## src/hdl/dpof_pkg.sv

```systemverilog
`timescale 1ns / 1ps
// dpof_pkg: widths, constants and shared types for the dust pulse occupancy filter
// used by dpof_div, dust_pulse_occupancy_filter_top and the testbench; no dependencies
package dpof_pkg;

    localparam int WIDTH_W = 20;
    localparam int TIME_W  = 32;
    localparam int WIN_W   = 16;
    localparam int SUM_W   = 40;
    localparam int CONC_W  = 29;
    localparam int RATIO_W = 23;
    localparam int R2_W    = 30;
    localparam int MUL_A_W = 37;
    localparam int MUL_B_W = 23;
    localparam int PROD_W  = MUL_A_W + MUL_B_W;
    localparam int ACC_W   = 45;
    localparam int DSR_W   = 20;
    localparam int DVD_W   = 29;
    localparam int STEP_W  = 5;
    localparam int APB_AW  = 3;
    localparam int APB_DW  = 32;

    localparam logic [SUM_W-1:0]   SUM_MAX    = '1;
    localparam logic [CONC_W-1:0]  CONC_MAX   = '1;
    localparam logic [RATIO_W-1:0] RATIO_MAX  = RATIO_W'(100 * 65536);
    localparam logic               ENABLE_RST = 1'b1;
    localparam logic [WIN_W-1:0]   WINDOW_RST = WIN_W'(5000);

    // curve coefficients: K_CUBE, K_SQUARE and K_LINEAR in units of 1/100, K_OFFSET in units of 1/(100*65536)
    localparam logic [MUL_B_W-1:0] K_CUBE   = MUL_B_W'(110);
    localparam logic [MUL_B_W-1:0] K_SQUARE = MUL_B_W'(380);
    localparam logic [MUL_B_W-1:0] K_LINEAR = MUL_B_W'(52000);
    localparam logic signed [ACC_W-1:0] K_OFFSET = ACC_W'(62 * 65536);
    localparam logic [ACC_W-1:0]   ROUND_HALF = ACC_W'(12800);
    localparam logic [ACC_W-9:0]   CONC_LIM   = (ACC_W-8)'(100) << CONC_W;
    localparam logic [STEP_W-1:0]  STEPS_RATIO = STEP_W'(RATIO_W);

    // division by 100 and 10: coarse reciprocal estimate, then a fine pass on the remainder
    localparam logic [MUL_B_W-1:0] K_HUNDRED          = MUL_B_W'(100);
    localparam logic [MUL_B_W-1:0] K_TEN              = MUL_B_W'(10);
    localparam logic [MUL_B_W-1:0] RECIP_HUNDRED      = MUL_B_W'(5368709);   // 2^29 / 100 down
    localparam logic [MUL_B_W-1:0] RECIP_HUNDRED_FINE = MUL_B_W'(5243);      // 2^19 / 100 up
    localparam logic [MUL_B_W-1:0] RECIP_TEN          = MUL_B_W'(6710886);   // 2^26 / 10 down
    localparam logic [MUL_B_W-1:0] RECIP_TEN_FINE     = MUL_B_W'(205);       // 2^11 / 10 up

    // register index, taken from paddr[2]
    localparam logic REG_ENABLE = 1'b0;
    localparam logic REG_WINDOW = 1'b1;

    typedef struct packed {
        logic              start;
        logic [STEP_W-1:0] steps;
    } div_ctl_t;

endpackage

```

## src/hdl/dust_pulse_occupancy_filter_top.sv

```systemverilog
`timescale 1ns / 1ps
// dust_pulse_occupancy_filter_top: pulse accumulator, window sequencer, shared multiplier
// depends on dpof_pkg and dpof_div
//
//  channel  direction  ports                               content
//  s_       in         s_tvalid s_tready s_tdata[55:0]     low_pulse_us, now_ms
//  m_       out        m_tvalid m_tready m_tdata m_tuser   latest, filtered, window_done
//  apb      in/out     psel penable pwrite paddr pwdata    enable (0x0), sample_window_ms (0x4)
//
// an item that does not close a window passes through ST_ACC and ST_OUT before s_tready returns
// an item that closes a window first runs the serial ratio division in dpof_div (skipped when the
// ratio saturates), then up to eleven passes through the shared 37x23 multiplier for the curve and
// the divisions by 100 and 10 (the division by 100 is skipped when the concentration saturates)
// aresetn is synchronous; state, config, window sum and start, results and m_tvalid reset; datapath registers do not
// a held result on m_ does not block the next transfer on s_; only the following one

module dust_pulse_occupancy_filter_top (
    input  logic        aclk,
    input  logic        aresetn,
    input  logic        s_tvalid,
    output logic        s_tready,
    input  logic [55:0] s_tdata,   // low_pulse_us[19:0], now_ms[51:20], zero pad
    output logic        m_tvalid,
    input  logic        m_tready,
    output logic [63:0] m_tdata,   // latest_concentration[28:0], filtered_dust[57:29], zero pad
    output logic        m_tuser,   // window_done
    input  logic        psel,
    input  logic        penable,
    input  logic        pwrite,
    input  logic [dpof_pkg::APB_AW-1:0] paddr,
    input  logic [dpof_pkg::APB_DW-1:0] pwdata,
    output logic [dpof_pkg::APB_DW-1:0] prdata,
    output logic        pready
);
    import dpof_pkg::*;

    typedef enum logic [4:0] {
        ST_IDLE, ST_ACC, ST_RCHK, ST_RDIV, ST_SQ, ST_CUBE, ST_T3, ST_T2,
        ST_T1, ST_TSUM, ST_CDIV, ST_CEST, ST_CREM, ST_CFIX, ST_SMS, ST_SEST,
        ST_SREM, ST_SFIX, ST_OUT
    } state_t;

    state_t              state_reg, state_next;
    logic                enable_reg, enable_next;
    logic [WIN_W-1:0]    window_reg, window_next;
    logic [WIDTH_W-1:0]  width_reg, width_next;
    logic [TIME_W-1:0]   now_reg, now_next;
    logic [SUM_W-1:0]    sum_reg, sum_next;
    logic [TIME_W-1:0]   start_reg, start_next;
    logic [CONC_W-1:0]   last_reg, last_next;
    logic [CONC_W-1:0]   smooth_reg, smooth_next;
    logic [RATIO_W-1:0]  ratio_reg, ratio_next;
    logic [R2_W-1:0]     r2_reg, r2_next;
    logic [CONC_W-1:0]   conc_reg, conc_next;
    logic [CONC_W-1:0]   est_reg, est_next;
    logic signed [ACC_W-1:0] acc_reg, acc_next;
    logic [PROD_W-1:0]   prod_reg, prod_next;
    logic                done_reg, done_next;
    logic                mvalid_reg, mvalid_next;
    logic [63:0]         mdata_reg, mdata_next;
    logic                muser_reg, muser_next;

    logic [MUL_A_W-1:0]  mul_a;
    logic [MUL_B_W-1:0]  mul_b;
    div_ctl_t            div_ctl;
    logic [DSR_W-1:0]    div_rem;
    logic [DVD_W-1:0]    div_dvd;
    logic [DSR_W-1:0]    div_dsr;
    logic                div_done;
    logic [DVD_W-1:0]    div_quo;

    logic                cfg_wr;
    logic [SUM_W:0]      sum_ext;
    logic [TIME_W-1:0]   elapsed;
    logic [DSR_W-1:0]    div10;
    logic [25:0]         lim;
    logic signed [ACC_W-1:0] prod_s;
    logic [ACC_W-1:0]    n_pos;
    logic [ACC_W-1:0]    n_rnd;
    logic [ACC_W-9:0]    m_val;
    logic [CONC_W+3:0]   x_val;
    logic [MUL_A_W-1:0]  c_rem;
    logic [MUL_A_W-1:0]  s_rem;

    dpof_div u_div (
        .aclk     (aclk),
        .aresetn  (aresetn),
        .ctl      (div_ctl),
        .rem_init (div_rem),
        .dvd_init (div_dvd),
        .dsr      (div_dsr),
        .done     (div_done),
        .quo      (div_quo)
    );

    assign cfg_wr  = psel && penable && pwrite && pready;
    assign pready  = 1'b1;
    assign prdata  = (paddr[2] == REG_WINDOW) ? {{(APB_DW-WIN_W){1'b0}}, window_reg}
                                             : {{(APB_DW-1){1'b0}}, enable_reg};

    assign sum_ext = {1'b0, sum_reg} + {{(SUM_W-WIDTH_W+1){1'b0}}, width_reg};
    assign elapsed = now_reg - start_reg;
    assign div10   = ({{(DSR_W-WIN_W){1'b0}}, window_reg} << 3)
                   + ({{(DSR_W-WIN_W){1'b0}}, window_reg} << 1);
    assign lim     = 26'(window_reg) * 26'd1000;
    assign prod_s  = $signed({1'b0, prod_reg[ACC_W-2:0]});
    assign n_pos   = acc_reg[ACC_W-1] ? '0 : acc_reg;
    assign n_rnd   = n_pos + ROUND_HALF;
    assign m_val   = n_rnd[ACC_W-1:8];
    assign x_val   = ({4'b0, smooth_reg} << 3) + {4'b0, smooth_reg} + {4'b0, conc_reg}
                   + (CONC_W+4)'(5);
    assign c_rem   = m_val - prod_reg[MUL_A_W-1:0];
    assign s_rem   = {4'b0, x_val} - prod_reg[MUL_A_W-1:0];
    assign prod_next = mul_a * mul_b;

    assign s_tready = (state_reg == ST_IDLE);
    assign m_tvalid = mvalid_reg;
    assign m_tdata  = mdata_reg;
    assign m_tuser  = muser_reg;

    always_comb begin
        state_next  = state_reg;
        enable_next = enable_reg;
        window_next = window_reg;
        width_next  = width_reg;
        now_next    = now_reg;
        sum_next    = sum_reg;
        start_next  = start_reg;
        last_next   = last_reg;
        smooth_next = smooth_reg;
        ratio_next  = ratio_reg;
        r2_next     = r2_reg;
        conc_next   = conc_reg;
        est_next    = est_reg;
        acc_next    = acc_reg;
        done_next   = done_reg;
        mvalid_next = mvalid_reg;
        mdata_next  = mdata_reg;
        muser_next  = muser_reg;
        mul_a       = {{(MUL_A_W-RATIO_W){1'b0}}, ratio_reg};
        mul_b       = ratio_reg;
        div_ctl     = '{start: 1'b0, steps: STEPS_RATIO};
        div_rem     = '0;
        div_dvd     = '0;
        div_dsr     = div10;

        if (cfg_wr) begin
            unique case (paddr[2])
                REG_ENABLE: enable_next = pwdata[0];
                REG_WINDOW: window_next = pwdata[WIN_W-1:0];
                default:    enable_next = enable_reg;
            endcase
        end

        if (mvalid_reg && m_tready) begin
            mvalid_next = 1'b0;
        end

        unique case (state_reg)
            ST_IDLE: begin
                if (s_tvalid) begin
                    width_next = s_tdata[WIDTH_W-1:0];
                    now_next   = s_tdata[WIDTH_W+TIME_W-1:WIDTH_W];
                    state_next = ST_ACC;
                end
            end
            ST_ACC: begin
                done_next  = 1'b0;
                state_next = ST_OUT;
                if (enable_reg) begin
                    sum_next = sum_ext[SUM_W] ? SUM_MAX : sum_ext[SUM_W-1:0];
                    if (elapsed >= {{(TIME_W-WIN_W){1'b0}}, window_reg}) begin
                        state_next = ST_RCHK;
                    end
                end
            end
            ST_RCHK: begin
                if (div10 == '0) begin
                    ratio_next = (sum_reg != '0) ? RATIO_MAX : '0;
                    state_next = ST_SQ;
                end else if (sum_reg >= {{(SUM_W-26){1'b0}}, lim}) begin
                    ratio_next = RATIO_MAX;
                    state_next = ST_SQ;
                end else begin
                    div_ctl    = '{start: 1'b1, steps: STEPS_RATIO};
                    div_rem    = {1'b0, sum_reg[25:7]};
                    div_dvd    = {sum_reg[6:0], {(DVD_W-7){1'b0}}};
                    div_dsr    = div10;
                    state_next = ST_RDIV;
                end
            end
            ST_RDIV: begin
                if (div_done) begin
                    ratio_next = div_quo[RATIO_W-1:0];
                    state_next = ST_SQ;
                end
            end
            ST_SQ: begin
                state_next = ST_CUBE;
            end
            ST_CUBE: begin
                r2_next    = prod_reg[R2_W+15:16];
                mul_a      = {{(MUL_A_W-R2_W){1'b0}}, prod_reg[R2_W+15:16]};
                state_next = ST_T3;
            end
            ST_T3: begin
                mul_a      = prod_reg[MUL_A_W+15:16];
                mul_b      = K_CUBE;
                state_next = ST_T2;
            end
            ST_T2: begin
                acc_next   = prod_s + K_OFFSET;
                mul_a      = {{(MUL_A_W-R2_W){1'b0}}, r2_reg};
                mul_b      = K_SQUARE;
                state_next = ST_T1;
            end
            ST_T1: begin
                acc_next   = acc_reg - prod_s;
                mul_b      = K_LINEAR;
                state_next = ST_TSUM;
            end
            ST_TSUM: begin
                acc_next   = acc_reg + prod_s;
                state_next = ST_CDIV;
            end
            ST_CDIV: begin
                if (m_val >= CONC_LIM) begin
                    conc_next  = CONC_MAX;
                    state_next = ST_SMS;
                end else begin
                    mul_a      = m_val;
                    mul_b      = RECIP_HUNDRED;
                    state_next = ST_CEST;
                end
            end
            ST_CEST: begin
                // estimate lies at most 12 below the true quotient
                est_next   = prod_reg[2*CONC_W-1:CONC_W];
                mul_a      = {{(MUL_A_W-CONC_W){1'b0}}, prod_reg[2*CONC_W-1:CONC_W]};
                mul_b      = K_HUNDRED;
                state_next = ST_CREM;
            end
            ST_CREM: begin
                mul_a      = c_rem;
                mul_b      = RECIP_HUNDRED_FINE;
                state_next = ST_CFIX;
            end
            ST_CFIX: begin
                conc_next  = est_reg + {{(CONC_W-5){1'b0}}, prod_reg[23:19]};
                state_next = ST_SMS;
            end
            ST_SMS: begin
                mul_a      = {4'b0, x_val};
                mul_b      = RECIP_TEN;
                state_next = ST_SEST;
            end
            ST_SEST: begin
                // estimate lies at most 32 below the true quotient
                est_next   = prod_reg[CONC_W+25:26];
                mul_a      = {{(MUL_A_W-CONC_W){1'b0}}, prod_reg[CONC_W+25:26]};
                mul_b      = K_TEN;
                state_next = ST_SREM;
            end
            ST_SREM: begin
                mul_a      = s_rem;
                mul_b      = RECIP_TEN_FINE;
                state_next = ST_SFIX;
            end
            ST_SFIX: begin
                last_next   = conc_reg;
                smooth_next = est_reg + {{(CONC_W-6){1'b0}}, prod_reg[16:11]};
                sum_next    = '0;
                start_next  = now_reg;
                done_next   = 1'b1;
                state_next  = ST_OUT;
            end
            ST_OUT: begin
                if (!mvalid_reg || m_tready) begin
                    mvalid_next = 1'b1;
                    mdata_next  = {6'b0, smooth_reg, last_reg};
                    muser_next  = done_reg;
                    state_next  = ST_IDLE;
                end
            end
            default: state_next = ST_IDLE;
        endcase
    end

    always_ff @(posedge aclk) begin
        if (!aresetn) begin
            state_reg  <= ST_IDLE;
            enable_reg <= ENABLE_RST;
            window_reg <= WINDOW_RST;
            sum_reg    <= '0;
            start_reg  <= '0;
            last_reg   <= '0;
            smooth_reg <= '0;
            mvalid_reg <= 1'b0;
        end else begin
            state_reg  <= state_next;
            enable_reg <= enable_next;
            window_reg <= window_next;
            sum_reg    <= sum_next;
            start_reg  <= start_next;
            last_reg   <= last_next;
            smooth_reg <= smooth_next;
            mvalid_reg <= mvalid_next;
        end
        width_reg <= width_next;
        now_reg   <= now_next;
        ratio_reg <= ratio_next;
        r2_reg    <= r2_next;
        conc_reg  <= conc_next;
        est_reg   <= est_next;
        acc_reg   <= acc_next;
        prod_reg  <= prod_next;
        done_reg  <= done_next;
        mdata_reg <= mdata_next;
        muser_reg <= muser_next;
    end

endmodule

```

## src/hdl/dpof_div.sv

```systemverilog
`timescale 1ns / 1ps
// dpof_div: serial restoring divider, one quotient bit per cycle
// depends on dpof_pkg
module dpof_div (
    input  logic                     aclk,
    input  logic                     aresetn,
    input  dpof_pkg::div_ctl_t       ctl,
    input  logic [dpof_pkg::DSR_W-1:0] rem_init,
    input  logic [dpof_pkg::DVD_W-1:0] dvd_init,
    input  logic [dpof_pkg::DSR_W-1:0] dsr,
    output logic                     done,
    output logic [dpof_pkg::DVD_W-1:0] quo
);
    import dpof_pkg::*;

    logic              busy_reg, busy_next;
    logic              done_reg, done_next;
    logic [STEP_W-1:0] cnt_reg, cnt_next;
    logic [DSR_W-1:0]  rem_reg, rem_next;
    logic [DSR_W-1:0]  dsr_reg, dsr_next;
    logic [DVD_W-1:0]  dvd_reg, dvd_next;
    logic [DVD_W-1:0]  quo_reg, quo_next;
    logic [DSR_W:0]    trial;
    logic [DSR_W:0]    diff;
    logic              ge;

    assign trial = {rem_reg, dvd_reg[DVD_W-1]};
    assign diff  = trial - {1'b0, dsr_reg};
    assign ge    = !diff[DSR_W];

    always_comb begin
        busy_next = busy_reg;
        done_next = 1'b0;
        cnt_next  = cnt_reg;
        rem_next  = rem_reg;
        dsr_next  = dsr_reg;
        dvd_next  = dvd_reg;
        quo_next  = quo_reg;
        if (ctl.start) begin
            busy_next = 1'b1;
            cnt_next  = ctl.steps;
            rem_next  = rem_init;
            dsr_next  = dsr;
            dvd_next  = dvd_init;
            quo_next  = '0;
        end else if (busy_reg) begin
            rem_next = ge ? diff[DSR_W-1:0] : trial[DSR_W-1:0];
            dvd_next = {dvd_reg[DVD_W-2:0], 1'b0};
            quo_next = {quo_reg[DVD_W-2:0], ge};
            cnt_next = cnt_reg - STEP_W'(1);
            if (cnt_reg == STEP_W'(1)) begin
                busy_next = 1'b0;
                done_next = 1'b1;
            end
        end
    end

    always_ff @(posedge aclk) begin
        if (!aresetn) begin
            busy_reg <= 1'b0;
            done_reg <= 1'b0;
            cnt_reg  <= '0;
        end else begin
            busy_reg <= busy_next;
            done_reg <= done_next;
            cnt_reg  <= cnt_next;
        end
        rem_reg <= rem_next;
        dsr_reg <= dsr_next;
        dvd_reg <= dvd_next;
        quo_reg <= quo_next;
    end

    assign done = done_reg;
    assign quo  = quo_reg;

endmodule

```

## config.mk

```make
export PLATFORM = sky130hd
export DESIGN_NAME = dust_pulse_occupancy_filter_top
export DESIGN_NICKNAME = d
export VERILOG_FILES = /design/src/hdl/dpof_pkg.sv /design/src/hdl/dust_pulse_occupancy_filter_top.sv /design/src/hdl/dpof_div.sv
export SDC_FILE = /design/constraint.sdc
export NUM_CORES = 2
export LEC_CHECK = 0
export BUFFER_PORTS_ARGS = -buffer_cell sky130_fd_sc_hd__buf_4
export CORE_MARGIN = 4
export CORE_UTILIZATION = 40
export CTS_BUF_LIST = sky130_fd_sc_hd__clkbuf_4 sky130_fd_sc_hd__clkbuf_8
export CTS_CLUSTER_DIAMETER = 40
export DETAILED_ROUTE_END_ITERATION = 10
export GPL_TIMING_DRIVEN = 0
export HOLD_SLACK_MARGIN = 0.1
export PLACE_DENSITY_LB_ADDON = 0.12
export SYNTH_ARGS = -nofsm -noshare
export SYNTH_HDL_FRONTEND = slang
export SYNTH_SLANG_ARGS = --single-unit
```

## constraint.sdc

```tcl
create_clock -name aclk -period 19.45 [get_ports aclk]
set_clock_uncertainty 0.2 [all_clocks]
set_input_delay 2.9175 -clock aclk [delete_from_list [all_inputs] [get_ports aclk]]
set_output_delay 2.9175 -clock aclk [all_outputs]
set_load 0.05 [all_outputs]
```

==> metrics.txt <==
Max-slew headroom=-0.0108; WL/cell=25.6 um; clock sink total=555; Top Metal Used=met5; cts hold-fix bufs=0; IO Port Bufs=152; die area=170000 um^2; routed vias=55.6k; crit path capture type=register; Worst Path Required=19.94 ns; Total GRT Usage=0.301; Peak Freq=0.0539 GHz; H-tree Lvls=3; # rows=148; Post-DP HPWL=214 mm; antenna-violating nets left=0; # nets final=9099; Synth warnings=0; initial antenna violation count=15; Die W=412 um; Clock Pin Slew Worst Setup and Hold Paths=0.06 ns; Critical-path top delay cell=a21boi_0; Initial Utilization=0.402; Final setup violation count=0; Max Cap Viol=1; WL met1=111 mm; Layout Utilization=0.447; DR iter-0 viols=5242; total grt overflow=0; WL met3=21.4 mm; library cells used by synthesis=93; failing checks=max-capacitance violations, max-slew violations; CP startpoint kind=register; Top FF cell, synth=edfxtp_1; CTS tree=done; Syn Inst Count=7374; CP most frequent cell=fa_1; most frequent cells in the layout=inv_1 (1056), nand2_1 (1007), fa_1 (820); Initial DRT Pass Iterations=6; first-pass GRT wire length=377 mm; Post-synth EDFFs=314; minimum clock period=18.56 ns; RSZ-0062 raised after global routing=false; final instance area=72600 um^2; Final Cycle Share=0.954; Final Hold Viols=0; clk_lat worst skew=0.90 ns; CP Data Arrival Time=19.06 ns; Remaining DRCs=0; # IOs=198; #FFs+latches synth=555; Routed WL=256 mm; layout cells sized above 1=0.0702; mapped cell area=65400 um^2; post-DR vias/cell=5.56; CP max stage delay=1.01 ns; CP Class=reg -> reg; core box area=163000 um^2; post-synthesis sequential area ratio=0.218; syn avg cell area=8.87 um^2; Placer Congestion=1.05; ys async rst share=0; vias in the first global route=55.2k; Layout area overhead=11.0%; placed cell areas=69800 um^2; number of buffers created by CTS=114; clk buf depth=3; Tightest Pin Transition=1.51 ns; Min-Delay Path Class=reg -> reg; wire length on met2=113 mm; commonest non-fill, non-tap cell in the layout=inv_1; CP Max Fanout=10; Pins Over Slew Limit=11; Root Buffer Master=clkbuf_8; largest net degree at the start of global routing=53; status=finished with violations; Die Y=412 um
==> cells in the mapped netlist (12+ instances only) <==
master / count / share of area
dfxtp_1: 241 / 0.074
and3_1: 73 / 0.0070
o21a_1: 58 / 0.0067
o2111ai_1: 14 / 0.0019
a21boi_0: 19 / 0.0022
or3_1: 49 / 0.0047
inv_1: 1056 / 0.061
a22oi_1: 12 / 0.0014
mux2i_1: 61 / 0.0093
nand4_1: 45 / 0.0043
nand2_1: 1007 / 0.058
a21oi_1: 428 / 0.033
xor2_1: 133 / 0.018
a221o_1: 14 / 0.0021
a21o_1: 111 / 0.013
a211o_1: 13 / 0.0017
nor2_1: 439 / 0.025
buf_1: 23 / 0.0013
nand2b_1: 44 / 0.0042
buf_2: 15 / 0.0011
o31ai_1: 30 / 0.0034
fa_1: 820 / 0.25
nor3_1: 120 / 0.0092
a31oi_1: 54 / 0.0052
ha_1: 477 / 0.091
nand3_1: 133 / 0.010
and4_1: 20 / 0.0027
nor2b_1: 59 / 0.0056
o21bai_1: 32 / 0.0037
clkbuf_1: 288 / 0.017
o211ai_1: 30 / 0.0034
a221oi_1: 22 / 0.0029
buf_4: 23 / 0.0026
and2_1: 176 / 0.017
o21ai_0: 320 / 0.024
mux2_2: 53 / 0.0091
nor4_1: 30 / 0.0029
a311oi_1: 29 / 0.0039
xnor2_1: 228 / 0.031
edfxtp_1: 314 / 0.14
o22ai_1: 12 / 0.0011
a211oi_1: 50 / 0.0057
or2_2: 34 / 0.0033
==> final cells by class <==
cell class,instances,area [um^2]
repair buffers,167,1370
flip-flops and latches,555,14300
multi-input cells,5457,46100
fillers,16400,90000
clock inverters,69,817
inverters,1060,3980
well taps,2175,2720
clock buffers,149,1930
plain buffers,349,1420
diodes,12,30.0
==> stage by stage <==
step           TNS, ns  setup WS (ns)  hold WS, ns  std cells
6_report             0          0.886        0.212       9993
4_1_cts              0          0.730        0.204       9979
3_5_place_dp         0          0.804        0.219       9761
5_1_grt              0          0.135        0.229       9983
2_1_floorplan        0           7.05        0.200       7421
3_3_place_gp     -1.55         -0.632        0.213       9748
==> layer usage <==
metal,vias to the layer above,GRT usage
li1,25100,-
met5,-,0
met3,432,0.0629
met1,27800,0.416
met4,2,0.113
met2,2224,0.464
==> repair_timing <==
item	4_1_cts	5_1_grt
resized for setup	0	2
endpoints found under the setup margin	0	3
setup buffers	0	1
==> worst paths after layout <==
| kind | start | endpoint | slack (ns) | depth (start not counted) |
|---|---|---|---|---|
| min reg2reg | last_reg[12]$_SDFFE_PN0P_ | m_tdata[12]$_DFFE_PP_ | 0.21 | 0 |
| max | acc_reg[44]$_DFFE_PP_ | prod_reg[56]$_DFF_P_ | 0.89 | 47 |
| max reg2reg | acc_reg[44]$_DFFE_PP_ | prod_reg[56]$_DFF_P_ | 0.89 | 47 |
| min | last_reg[12]$_SDFFE_PN0P_ | m_tdata[12]$_DFFE_PP_ | 0.21 | 0 |
==> logic make-up after synthesis <==
group                      Yosys count  synth area share
muxes                              114            0.0185
DFF                                555             0.218
buffers and inverters             1409            0.0824
other                                2          0.000115
xor gates and xnor gates           361            0.0483
adders and majority gates         1297             0.342
and+or+nand+nor                   2269             0.159
AOI/OAI and AO/OA                 1367             0.132
==> critical path, delay by kind of cell, from the launching register on <==
kind	cells	cell delay, ns
xor gates and xnor gates	3	1.23
AOI/OAI and AO/OA	17	7.31
adders and majority gates	10	4.50
buffers and inverters	12	3.91
DFF	1	0.49
and+or+nand+nor	5	0.73
Power is not shown: default switching activity piles up to over one toggle a cycle in this logic, so the estimate is an artifact.
